$ cat config.mk
export PLATFORM = sky130hd
export DESIGN_NAME = set_assoc_writeback_lru_cache
export DESIGN_NICKNAME = d
export VERILOG_FILES = /design/src/hw/rtl/sawlc_pkg.sv /design/src/hw/rtl/set_assoc_writeback_lru_cache.sv /design/src/hw/rtl/sawlc_front.sv /design/src/hw/rtl/sawlc_queue.sv /design/src/hw/rtl/sawlc_back.sv
export SDC_FILE = /design/constraint.sdc
export NUM_CORES = 2
export LEC_CHECK = 0
export BUFFER_PORTS_ARGS = -buffer_cell sky130_fd_sc_hd__buf_4
export CORE_MARGIN = 2
export CORE_UTILIZATION = 55
export DETAILED_ROUTE_END_ITERATION = 6
export GPL_TIMING_DRIVEN = 0
export PLACE_DENSITY = 0.73
export SYNTH_ARGS = -nofsm -noshare
export SYNTH_HDL_FRONTEND = slang
export SYNTH_SLANG_ARGS = --single-unit
$ cat constraint.sdc
create_clock -name clk -period 5.2 [get_ports clk]
set_clock_uncertainty 0.1 [all_clocks]
set_input_delay 0.26 -clock clk [delete_from_list [all_inputs] [get_ports clk]]
set_output_delay 0.26 -clock clk [all_outputs]
set_load 0.005 [all_outputs]
$ cat src/hw/rtl/sawlc_pkg.sv
// Shared types and constants for the set-associative write-back cache.
// Used by the front, queue, back and top-level modules; depends on nothing.
package sawlc_pkg;

  localparam int MAX_BLOCKS = 64;
  localparam int LINE_W     = $clog2(MAX_BLOCKS);
  localparam int ADDR_W     = 13;
  localparam int TAG_W      = 13;
  localparam int STAMP_W    = 32;
  localparam int LOG_W      = 3;

  typedef enum logic [2:0] {
    CFG_WORDS_PER_BLOCK = 3'd0,
    CFG_BLOCK_COUNT     = 3'd1,
    CFG_WAY_COUNT       = 3'd2,
    CFG_HIT_COST        = 3'd3,
    CFG_MISS_COST       = 3'd4
  } cfg_reg_t;

  typedef enum logic [1:0] {
    B_IDLE,
    B_READ,
    B_CMP,
    B_DONE
  } back_state_t;

  typedef struct packed {
    logic [5:0] words_per_block;
    logic [6:0] block_count;
    logic [6:0] way_count;
    logic [7:0] hit_cost;
    logic [9:0] miss_cost;
  } cfg_t;

  typedef struct packed {
    logic              store;
    logic [TAG_W-1:0]  tag;
    logic [LINE_W-1:0] base;
    logic [LOG_W-1:0]  way_log;
  } req_t;

  // Position of the highest set bit; zero maps to zero.
  function automatic logic [LOG_W-1:0] msb_log(input logic [6:0] v);
    logic [LOG_W-1:0] r;
    r = '0;
    for (int i = 0; i < 7; i++) begin
      if (v[i]) r = LOG_W'(i);
    end
    return r;
  endfunction

endpackage

$ cat src/hw/rtl/set_assoc_writeback_lru_cache.sv
// Set-associative write-back, write-allocate cache model with LRU replacement; one result per
// request. The back end takes one request at a time and visits the ways of its set in turn, as
// tags and stamps sit in memories with registered reads, so each way gets a read state and then
// a compare state. Results are registered, and a stalled output holds the back end.
// Results report hit, dirty write-back and the running cycle total; line data is not kept since
// no result uses it.
module set_assoc_writeback_lru_cache (
  input  logic        clk,
  input  logic        rst,
  input  logic        cfg_we,
  input  logic [2:0]  cfg_index,
  input  logic [9:0]  cfg_data,
  input  logic        in_valid,
  output logic        in_stall,
  input  logic        kind,
  input  logic [12:0] address,
  input  logic [31:0] store_value,
  output logic        out_valid,
  input  logic        out_stall,
  output logic        hit,
  output logic        wrote_back,
  output logic [31:0] elapsed_cycles
);

  sawlc_pkg::cfg_t cfg;
  sawlc_pkg::req_t push_req, head;
  logic            push, pop, q_full, q_valid;
  logic [31:0]     unused_value;

  // The stored word only changes line data, which no result reports.
  assign unused_value = store_value;

  // Configuration registers; writes to unused indexes are dropped.
  always_ff @(posedge clk) begin
    if (rst) begin
      cfg.words_per_block <= 6'd4;
      cfg.block_count     <= 7'd16;
      cfg.way_count       <= 7'd2;
      cfg.hit_cost        <= 8'd1;
      cfg.miss_cost       <= 10'd100;
    end else if (cfg_we) begin
      unique case (cfg_index)
        sawlc_pkg::CFG_WORDS_PER_BLOCK: cfg.words_per_block <= cfg_data[5:0];
        sawlc_pkg::CFG_BLOCK_COUNT:     cfg.block_count     <= cfg_data[6:0];
        sawlc_pkg::CFG_WAY_COUNT:       cfg.way_count       <= cfg_data[6:0];
        sawlc_pkg::CFG_HIT_COST:        cfg.hit_cost        <= cfg_data[7:0];
        sawlc_pkg::CFG_MISS_COST:       cfg.miss_cost       <= cfg_data[9:0];
        default: ;
      endcase
    end
  end

  // The front decodes the address against the geometry and queues the request.
  sawlc_front u_front (
    .in_valid(in_valid), .kind(kind), .address(address), .cfg(cfg),
    .q_full(q_full), .in_stall(in_stall), .push(push), .push_req(push_req)
  );

  sawlc_queue u_queue (
    .clk(clk), .rst(rst), .push(push), .push_req(push_req), .pop(pop),
    .full(q_full), .q_valid(q_valid), .head(head)
  );

  // The back end scans the set and commits the result into the output register.
  sawlc_back u_back (
    .clk(clk), .rst(rst), .cfg(cfg), .q_valid(q_valid), .head(head), .pop(pop),
    .out_stall(out_stall), .out_valid(out_valid), .hit(hit), .wrote_back(wrote_back),
    .elapsed_cycles(elapsed_cycles)
  );

`ifndef SYNTH
  // A hit never evicts, so it never writes back.
  assert property (@(posedge clk) disable iff (rst) out_valid && hit |-> !wrote_back)
    else $error("write-back reported on a hit");
  // The front only stalls when the queue holds requests.
  assert property (@(posedge clk) disable iff (rst) in_stall |-> q_valid)
    else $error("front stalled with an empty queue");
`endif

endmodule

$ cat src/hw/rtl/sawlc_front.sv
// Front end: takes an access request and reduces it to tag, set base and way count.
// Depends on sawlc_pkg.
module sawlc_front (
  input  logic                       in_valid,
  input  logic                       kind,
  input  logic [12:0]                address,
  input  sawlc_pkg::cfg_t            cfg,
  input  logic                       q_full,
  output logic                       in_stall,
  output logic                       push,
  output sawlc_pkg::req_t            push_req
);

  logic [2:0]  lwpb, lblk, lway0, lw, ibits;
  logic [3:0]  obits;
  logic [12:0] set_full, set_mask;

  always_comb begin
    lwpb  = (cfg.words_per_block >= 6'd32) ? 3'd5
          : sawlc_pkg::msb_log({1'b0, cfg.words_per_block});
    lblk  = (cfg.block_count >= 7'd64) ? 3'd6 : sawlc_pkg::msb_log(cfg.block_count);
    lway0 = (cfg.way_count >= 7'd64) ? 3'd6 : sawlc_pkg::msb_log(cfg.way_count);
    lw    = (lway0 < lblk) ? lway0 : lblk;
    ibits = lblk - lw;
    obits = {1'b0, lwpb} + 4'd2;
    set_mask = (13'd1 << ibits) - 13'd1;
    set_full = (address >> obits) & set_mask;
    push_req.store   = kind;
    push_req.tag     = address >> (obits + {1'b0, ibits});
    push_req.base    = sawlc_pkg::LINE_W'(set_full << lw);
    push_req.way_log = lw;
  end

  assign in_stall = q_full;
  assign push     = in_valid && !q_full;

endmodule

$ cat src/hw/rtl/sawlc_queue.sv
// Two-entry request queue between the front end and the back end.
// Depends on sawlc_pkg.
module sawlc_queue (
  input  logic            clk,
  input  logic            rst,
  input  logic            push,
  input  sawlc_pkg::req_t push_req,
  input  logic            pop,
  output logic            full,
  output logic            q_valid,
  output sawlc_pkg::req_t head
);

  sawlc_pkg::req_t slots [2];
  logic       wr_ptr, rd_ptr;
  logic [1:0] count;

  always_ff @(posedge clk) begin
    if (rst) begin
      wr_ptr <= 1'b0;
      rd_ptr <= 1'b0;
      count  <= 2'd0;
    end else begin
      if (push) wr_ptr <= !wr_ptr;
      if (pop)  rd_ptr <= !rd_ptr;
      count <= count + {1'b0, push} - {1'b0, pop};
    end
  end

  always_ff @(posedge clk) begin
    if (push) slots[wr_ptr] <= push_req;
  end

  assign full    = (count == 2'd2);
  assign q_valid = (count != 2'd0);
  assign head    = slots[rd_ptr];

endmodule

$ cat src/hw/rtl/sawlc_back.sv
// Back end: scans the ways of a set, picks hit, free or LRU line, updates metadata.
// Depends on sawlc_pkg.
module sawlc_back (
  input  logic            clk,
  input  logic            rst,
  input  sawlc_pkg::cfg_t cfg,
  input  logic            q_valid,
  input  sawlc_pkg::req_t head,
  output logic            pop,
  input  logic            out_stall,
  output logic            out_valid,
  output logic            hit,
  output logic            wrote_back,
  output logic [31:0]     elapsed_cycles
);

  localparam int LW = sawlc_pkg::LINE_W;

  sawlc_pkg::back_state_t st, st_next;
  sawlc_pkg::req_t        req;

  logic [sawlc_pkg::TAG_W-1:0]   tag_mem   [sawlc_pkg::MAX_BLOCKS];
  logic [sawlc_pkg::STAMP_W-1:0] stamp_mem [sawlc_pkg::MAX_BLOCKS];
  logic [sawlc_pkg::TAG_W-1:0]   tag_q;
  logic [sawlc_pkg::STAMP_W-1:0] stamp_q;
  logic [sawlc_pkg::MAX_BLOCKS-1:0] valid_bits, dirty_bits;

  logic [6:0]    idx;
  logic [6:0]    ways;
  logic [LW-1:0] rd_addr, cur;
  logic          hit_f, inv_f;
  logic [LW-1:0] hit_idx, inv_idx, old_idx, line;
  logic [31:0]   old_val, total;
  logic          do_cmp, commit, last, wb;

  assign ways    = 7'd1 << req.way_log;
  assign rd_addr = req.base + idx[LW-1:0];
  assign cur     = rd_addr;
  assign last    = (idx + 7'd1) == ways;
  assign line    = hit_f ? hit_idx : (inv_f ? inv_idx : old_idx);
  assign wb      = !hit_f && !inv_f && dirty_bits[old_idx];

  always_comb begin
    st_next = st;
    unique case (st)
      sawlc_pkg::B_IDLE: if (q_valid) st_next = sawlc_pkg::B_READ;
      sawlc_pkg::B_READ: st_next = sawlc_pkg::B_CMP;
      sawlc_pkg::B_CMP:  st_next = last ? sawlc_pkg::B_DONE : sawlc_pkg::B_READ;
      sawlc_pkg::B_DONE: if (!out_valid || !out_stall) st_next = sawlc_pkg::B_IDLE;
      default: st_next = sawlc_pkg::B_IDLE;
    endcase
  end

  always_comb begin
    pop    = (st == sawlc_pkg::B_IDLE) && q_valid;
    do_cmp = (st == sawlc_pkg::B_CMP);
    commit = (st == sawlc_pkg::B_DONE) && (!out_valid || !out_stall);
  end

  always_ff @(posedge clk) begin
    if (rst) begin
      st         <= sawlc_pkg::B_IDLE;
      valid_bits <= '0;
      dirty_bits <= '0;
      total      <= '0;
      out_valid  <= 1'b0;
    end else begin
      st <= st_next;
      if (commit) begin
        if (!hit_f) begin
          valid_bits[line] <= 1'b1;
          dirty_bits[line] <= req.store;
        end else if (req.store) begin
          dirty_bits[line] <= 1'b1;
        end
        total <= total + (hit_f ? {24'd0, cfg.hit_cost} : {22'd0, cfg.miss_cost});
        out_valid <= 1'b1;
      end else if (!out_stall) begin
        out_valid <= 1'b0;
      end
    end
  end

  always_ff @(posedge clk) begin
    tag_q   <= tag_mem[rd_addr];
    stamp_q <= stamp_mem[rd_addr];
    if (commit) begin
      if (!hit_f) tag_mem[line] <= req.tag;
      stamp_mem[line] <= total;
      hit            <= hit_f;
      wrote_back     <= wb;
      elapsed_cycles <= total + (hit_f ? {24'd0, cfg.hit_cost} : {22'd0, cfg.miss_cost});
    end
    if (pop) begin
      req     <= head;
      idx     <= '0;
      hit_f   <= 1'b0;
      inv_f   <= 1'b0;
      old_val <= total;
      old_idx <= head.base;
    end else if (do_cmp) begin
      idx <= idx + 7'd1;
      if (valid_bits[cur] && tag_q == req.tag && !hit_f) begin
        hit_f   <= 1'b1;
        hit_idx <= cur;
      end
      if (!valid_bits[cur] && !inv_f) begin
        inv_f   <= 1'b1;
        inv_idx <= cur;
      end
      if (stamp_q < old_val) begin
        old_val <= stamp_q;
        old_idx <= cur;
      end
    end
  end

endmodule

-- Word level (Yosys, flattened, before mapping)
Memories as Yosys holds them, arrays and structs flattened. A register that Yosys moved wholly into a read port is not among the register bits.
Index checks and enable logic that the tools add are counted.
- flip-flop bits (word level): 321
- RAM bits: 2926
- bits of input ports: 64
- output and inout bits: 36
- logic and storage cells: 162
- memories kept: 3
- add/sub/neg operators: 9
- $lt $le $gt $ge: 9
- equal/unequal tests: 14
- shift-type cells: 5
- multiplexer cells: 54
- bitwise logic cells: 5
- reductions and logical operators: 36
- memory list (name ; words ; bits a word ; read ports ; clocked after Yosys merged registers in ; write ports ; RTL line ; source):
    u_back.stamp_mem ; 64 ; 32 ; 1 ; 1 ; 1 ; sawlc_back.sv:23 ; logic [sawlc_pkg::STAMP_W-1:0] stamp_mem [sawlc_pkg::MAX_BLOCKS];
    u_back.tag_mem ; 64 ; 13 ; 1 ; 1 ; 1 ; sawlc_back.sv:22 ; logic [sawlc_pkg::TAG_W-1:0] tag_mem [sawlc_pkg::MAX_BLOCKS];
    u_queue.slots ; 2 ; 23 ; 1 ; 1 ; 1 ; sawlc_queue.sv:14 ; sawlc_pkg::req_t slots [2];
- operators with widths (operator ; number):
    two-way mux 64 bit ; 2
    bitwise OR 64 bit ; 2
    two-way mux 32 bit ; 3
    bitwise mux 64 bit ; 1
    two-way mux 3 bit ; 12
    adder 32 bit ; 1
    less-than comparator 32 bit ; 1
    two-way mux 6 bit ; 5
    >> shifter 13 x 4 -> 13 bit ; 2
    AND reduction 2 bit ; 11
    less-than comparator 6 x 7 -> 1 bit (second input constant) ; 3
    two-way mux 2 bit ; 9
    two-way mux 1 bit ; 17
    greater-or-equal comparator 7 bit (second input constant) ; 2
    AND 13 bit ; 1
    == test 13 bit ; 1
    << shifter 1 x 3 -> 13 bit (first input constant) ; 1
    << shifter 13 x 3 -> 6 bit ; 1
    subtractor 13 x 1 -> 13 bit (second input constant) ; 1
    binary-select mux 1 bit (select 6 bit) ; 2
    two-way mux 10 bit ; 1
    logical AND 1 bit ; 9
    zero test 1 bit ; 8
    inequality test 2 x 1 -> 1 bit (second input constant) ; 4
    25 further kinds ; 32

-- Depth between registers and ports, before layout
- depth in word-level cells: 14
- depth in mapped cells: 21
- mapped depth without buffers: 21

-- By module
From an unflattened synthesis, not the netlist that was laid out.
- cell total of the unflattened synthesis: 6267
- area, all modules: 129700.6 um^2
- by module, submodules not included (module ; times used ; cells an instance ; area each (um^2) ; seq. area each (um^2)):
    sawlc_back ; 1 ; 5819 ; 124831.0 ; 94040.2
    sawlc_queue ; 1 ; 92 ; 1881.8 ; 1481.4
    set_assoc_writeback_lru_cache ; 1 ; 150 ; 1587.8 ; 760.7
    sawlc_front ; 1 ; 206 ; 1400.1 ; 0.0

-- Worst setup path after synthesis
OpenSTA, ideal clock, no wires.
- kind: reg-to-reg
- from: reg cfg[31] (netlist name)
- to: mem u_queue.slots[0][12] (netlist name) (data pin)
- data arrival time: 4.481 ns
- data required time: 4.840 ns
- path slack: 0.359 ns
- stages on the path, launching flop included: 17
- clock period less this slack: 4.841 ns
- cell sequence: dfxtp_1 -> or3_1 -> ha_1 -> a21o_1 -> o21ai_1 -> clkinv_1 -> ha_1 -> fa_1 -> xnor2_1 -> inv_1 -> ha_1 -> inv_1 -> fa_1 -> xnor2_1 -> clkbuf_1 -> a21oi_1 -> a22o_1
- RTL lines (item ; RTL line):
    to (decl) ; sawlc_queue.sv:14

-- Final worst setup path
- from: reg u_back.idx[0]
- to: reg u_back.stamp_q[27] (netlist name) (read register of u_back.stamp_mem)
- cells in the longest elaborated chain, start to end: 1
- ends and longest elaborated chain (item ; RTL line ; source):
    from (decl) ; sawlc_back.sv:28 ; logic [6:0] idx;
    from (signal assigned) ; sawlc_back.sv:102 ; idx <= idx + 7'd1;
    adder 6 bit ; sawlc_back.sv:37 ; assign rd_addr = req.base + idx[LW-1:0];
    net u_back.cur[1] ; sawlc_back.sv:30 ; logic [LW-1:0] rd_addr, cur;
    to (decl) ; sawlc_back.sv:25 ; logic [sawlc_pkg::STAMP_W-1:0] stamp_q;
The timed path passes the listed nets, and every way through them passes these cells.
A chain may end at the register's enable or synchronous reset.

==> metrics <==
outcome complete, but fails checks; clock tree from TritonCTS done; Seq cells post-synth 3290; average via count per standard cell 6.656; share of synthesized flip-flops with an asynchronous set or reset 0; total number of clock tree sinks 3290; effective utilization at floorplan 0.5521; primary flip-flop cell chosen by synthesis mapping sky130_fd_sc_hd__edfxtp_1; Post-Syn Area per Cell 20.67 um^2; Finished Cell Area 147900 um^2; iteration count of the initial detailed-routing pass 7; Setup Slack @ Placement -0.7174 ns; via count of the first global-routing pass 67.17k; clock-pin transition on the worst setup and hold timing paths 0.06 ns; leakage power total 51.91 nW; number of nets in the synthesized netlist 6331; Placeable Area 232300 um^2; Final Routed Wirelength 339100 um; fin util 0.6368; Cell variety after synth 67; number of design rule violations left after detail routing 0; worst hold margin 0.05425 ns; maximum count of clock buffers along a single path 4; area overhead of the layout relative to synthesis 15.35%; count of input and output buffers 67; routed length per instance 33.42 um; number of nets at the end of the flow 6970; number of non-filler instances in the completed layout 10.15k; worst vdd ir 0.4672 mV; Seq/Total Area, Yosys 0.7503; Synth warnings 0; Cells after Synth 6205; Setup crit end kind register; Clk Tree Root Cell sky130_fd_sc_hd__clkbuf_16; Synth Cell Area 128300 um^2; final sum of negative setup slack -0.08339 ns; CP Launch Type register; Cell Rows 177; post-place instance area 136800 um^2; dominant cells by area after synthesis sky130_fd_sc_hd__edfxtp_1, sky130_fd_sc_hd__mux4_2, sky130_fd_sc_hd__dfxtp_1; measured slew at the worst slew-check pin 1.526 ns; TritonCTS Buffers 336; Setup Buffers After CTS 0; fraction of synthesized cell area taken by the top area cell type 0.7101; class of the most critical hold timing path primary input to register; RePlAce Congestion 0.9476; I/O pin count 100; Die Y-Extent 486.9 um; final hold violation count 0; final HPWL from detailed placement 218900 um; residual antenna-violating net count after detailed routing 0; critical path class register to register; max-capacitance violation count 2; pins over their slew limit 13; period utilisation layout 1.006; top fanout value on the critical path 10; fillcell total 14.89k; violations in the final reports capacitance limit, slew limit, setup timing; die width 486.9 um; min Tclk post-route 5.233 ns; Final Setup Violations 3; pin count of the biggest net entering global routing 63; cell area power density 518.3 nW/um^2; data required time at the worst endpoint 5.89 ns; Die Area 237100 um^2; share of post-route cells with drive strength above 1 0.2804; unrepaired setup endpoints after global routing no; global-route wire length before repair 483700 um; Worst EP arrival 5.93 ns; gr ovfl total 0; Post-synth EDFFs 3033; placed insts 9489; # H-tree levels 5; final total power 76.68 mW; DRC marker count from the first detailed-route iteration 10.73k; GRT Util Overall 0.2875; Slew headroom -0.01703; cell taking the most area after synthesis sky130_fd_sc_hd__edfxtp_1; Vias 67.56k; worst setup margin -0.03256 ns; initial antenna violation count 13; Worst-Skew Late Latency 0.97 ns; maximum achievable frequency 191.1 MHz
## logic make-up (layout without fill, tap and decap cells)
| group | after synthesis | count (layout) | synth area share |
|---|---|---|---|
| AOI/OAI and AO/OA | 424 | 424 | 0.02019 |
| buffers and inverters | 420 | 1315 | 0.01397 |
| muxes | 1057 | 1057 | 0.1746 |
| xor gates and xnor gates | 83 | 83 | 0.005668 |
| adders and majority gates | 62 | 62 | 0.006283 |
| other | 0 | 6 | 0 |
| DFF | 3290 | 3290 | 0.7503 |
| and+or+nand+nor | 869 | 869 | 0.02901 |
## cells in the final DEF, fill, tap and decap left out, types with 38 or more instances in the layout
cell type / netlist / routed
sky130_fd_sc_hd__edfxtp_1: 3033 / 3033
sky130_fd_sc_hd__mux4_2: 940 / 940
sky130_fd_sc_hd__clkbuf_16: 0 / 343
sky130_fd_sc_hd__nand2_1: 299 / 299
sky130_fd_sc_hd__clkbuf_1: 222 / 289
sky130_fd_sc_hd__nor2_1: 369 / 247
sky130_fd_sc_hd__dfxtp_1: 257 / 225
sky130_fd_sc_hd__a21oi_1: 147 / 147
sky130_fd_sc_hd__buf_2: 94 / 96
sky130_fd_sc_hd__buf_12: 0 / 82
sky130_fd_sc_hd__buf_4: 8 / 78
sky130_fd_sc_hd__mux2i_1: 75 / 75
sky130_fd_sc_hd__inv_1: 74 / 74
sky130_fd_sc_hd__o21ai_0: 73 / 71
sky130_fd_sc_hd__nor2_4: 0 / 64
sky130_fd_sc_hd__dlygate4sd3_1: 0 / 62
sky130_fd_sc_hd__and3_1: 59 / 59
sky130_fd_sc_hd__nor2_2: 0 / 58
sky130_fd_sc_hd__ha_1: 58 / 58
sky130_fd_sc_hd__clkinv_2: 0 / 53
sky130_fd_sc_hd__o31ai_1: 54 / 53
sky130_fd_sc_hd__a31oi_1: 50 / 50
sky130_fd_sc_hd__buf_16: 0 / 50
sky130_fd_sc_hd__xnor2_1: 51 / 48
sky130_fd_sc_hd__clkinv_1: 2 / 44
sky130_fd_sc_hd__mux2_2: 42 / 42
sky130_fd_sc_hd__nand3_1: 38 / 38
## critical path, stage by stage, from the launching register on
cell                              delay [ns]
sky130_fd_sc_hd__dfxtp_1                0.41
sky130_fd_sc_hd__ha_1                   0.28
sky130_fd_sc_hd__fa_1                   0.60
sky130_fd_sc_hd__buf_2                  0.35
sky130_fd_sc_hd__clkdlybuf4s15_1        0.95
sky130_fd_sc_hd__clkbuf_1               0.87
sky130_fd_sc_hd__mux4_2                 0.45
sky130_fd_sc_hd__mux4_2                 0.48
sky130_fd_sc_hd__mux2i_1                0.42
sky130_fd_sc_hd__o21ai_0                0.15
## worst paths after layout
kind / end / cells past startpoint / from / slack (ns)
setup / recovery: u_back.stamp_q[27] / 9 / u_back.idx[0] / -0.03
hold / removal: cfg[37] / 4 / cfg_data[5] / 0.05
hold reg to reg: u_back.valid_bits[13] / 2 / u_back.valid_bits[13] / 0.36
setup reg to reg: u_back.stamp_q[27] / 9 / u_back.idx[0] / -0.03
## synth_stat cells, types with 3 or more instances
library cell / count
sky130_fd_sc_hd__or3_1: 9
sky130_fd_sc_hd__nor3b_1: 3
sky130_fd_sc_hd__o21ai_1: 15
sky130_fd_sc_hd__o31ai_1: 54
sky130_fd_sc_hd__buf_1: 10
sky130_fd_sc_hd__buf_6: 9
sky130_fd_sc_hd__mux2i_1: 75
sky130_fd_sc_hd__buf_2: 94
sky130_fd_sc_hd__o22ai_1: 3
sky130_fd_sc_hd__nand3b_1: 11
sky130_fd_sc_hd__or2_2: 3
sky130_fd_sc_hd__a22o_1: 5
sky130_fd_sc_hd__o21ai_0: 73
sky130_fd_sc_hd__a221oi_1: 3
sky130_fd_sc_hd__fa_1: 4
sky130_fd_sc_hd__nand3_1: 38
sky130_fd_sc_hd__edfxtp_1: 3033
sky130_fd_sc_hd__xor2_1: 32
sky130_fd_sc_hd__mux2_2: 42
sky130_fd_sc_hd__a31oi_1: 50
sky130_fd_sc_hd__nor3_1: 15
sky130_fd_sc_hd__nor4_1: 10
sky130_fd_sc_hd__a211o_1: 4
sky130_fd_sc_hd__ha_1: 58
sky130_fd_sc_hd__and2_1: 11
sky130_fd_sc_hd__nor2_1: 369
sky130_fd_sc_hd__a21oi_1: 147
sky130_fd_sc_hd__xnor2_1: 51
sky130_fd_sc_hd__nand2b_1: 8
sky130_fd_sc_hd__dfxtp_1: 257
sky130_fd_sc_hd__o211ai_1: 12
sky130_fd_sc_hd__mux4_2: 940
sky130_fd_sc_hd__and3_1: 59
sky130_fd_sc_hd__a211oi_1: 11
sky130_fd_sc_hd__nor2b_1: 17
sky130_fd_sc_hd__nand2_1: 299
sky130_fd_sc_hd__a21o_1: 13
sky130_fd_sc_hd__inv_1: 74
sky130_fd_sc_hd__clkbuf_1: 222
sky130_fd_sc_hd__nand4_1: 14
sky130_fd_sc_hd__o21a_1: 6
sky130_fd_sc_hd__buf_4: 8
## where the power goes
group          switching (mW)  internal, mW
Combinational            14.1          8.79
Clock                    9.76          13.3
Sequential              0.445          30.3
Total                    24.3          52.4
## layer usage
metal / routed length, um / track usage
met2: 160500 / 0.4456
met5: 50 / 0
met4: 15930 / 0.1197
met1: 126800 / 0.4052
met3: 35830 / 0.05741
## state kept, by name (all words and copies together) (netlist names), 7 cells and up, named ones only
signal / cells
cfg: 35
u_back.dirty_bits: 64
u_back.elapsed_cycles: 32
u_back.idx: 7
u_back.old_val: 32
u_back.req: 23
u_back.stamp_mem: 2048
u_back.stamp_q: 32
u_back.tag_mem: 832
u_back.tag_q: 13
u_back.total: 32
u_back.valid_bits: 64
u_queue.slots: 46
## what timing repair did
action	4_1_cts	5_1_grt
resized for setup	25	46
setup endpoints to repair	116	89
hold endpoints to repair	97	0
hold buffers	62	0
## area by class of cell
type / instances / area [um^2] / area share
antenna: 6 / 15.01 / 0.0001015
buffer: 340 / 1564 / 0.01057
clock buffer: 465 / 9251 / 0.06253
clock inverter: 129 / 1089 / 0.007358
inverter: 77 / 290.3 / 0.001962
multi-input combinational: 2495 / 30930 / 0.2090
sequential: 3290 / 96260 / 0.6507
tap: 3043 / 3807 / 0.02574
timing repair buffer: 304 / 4738 / 0.03203
(Power assumes the default switching activity.)
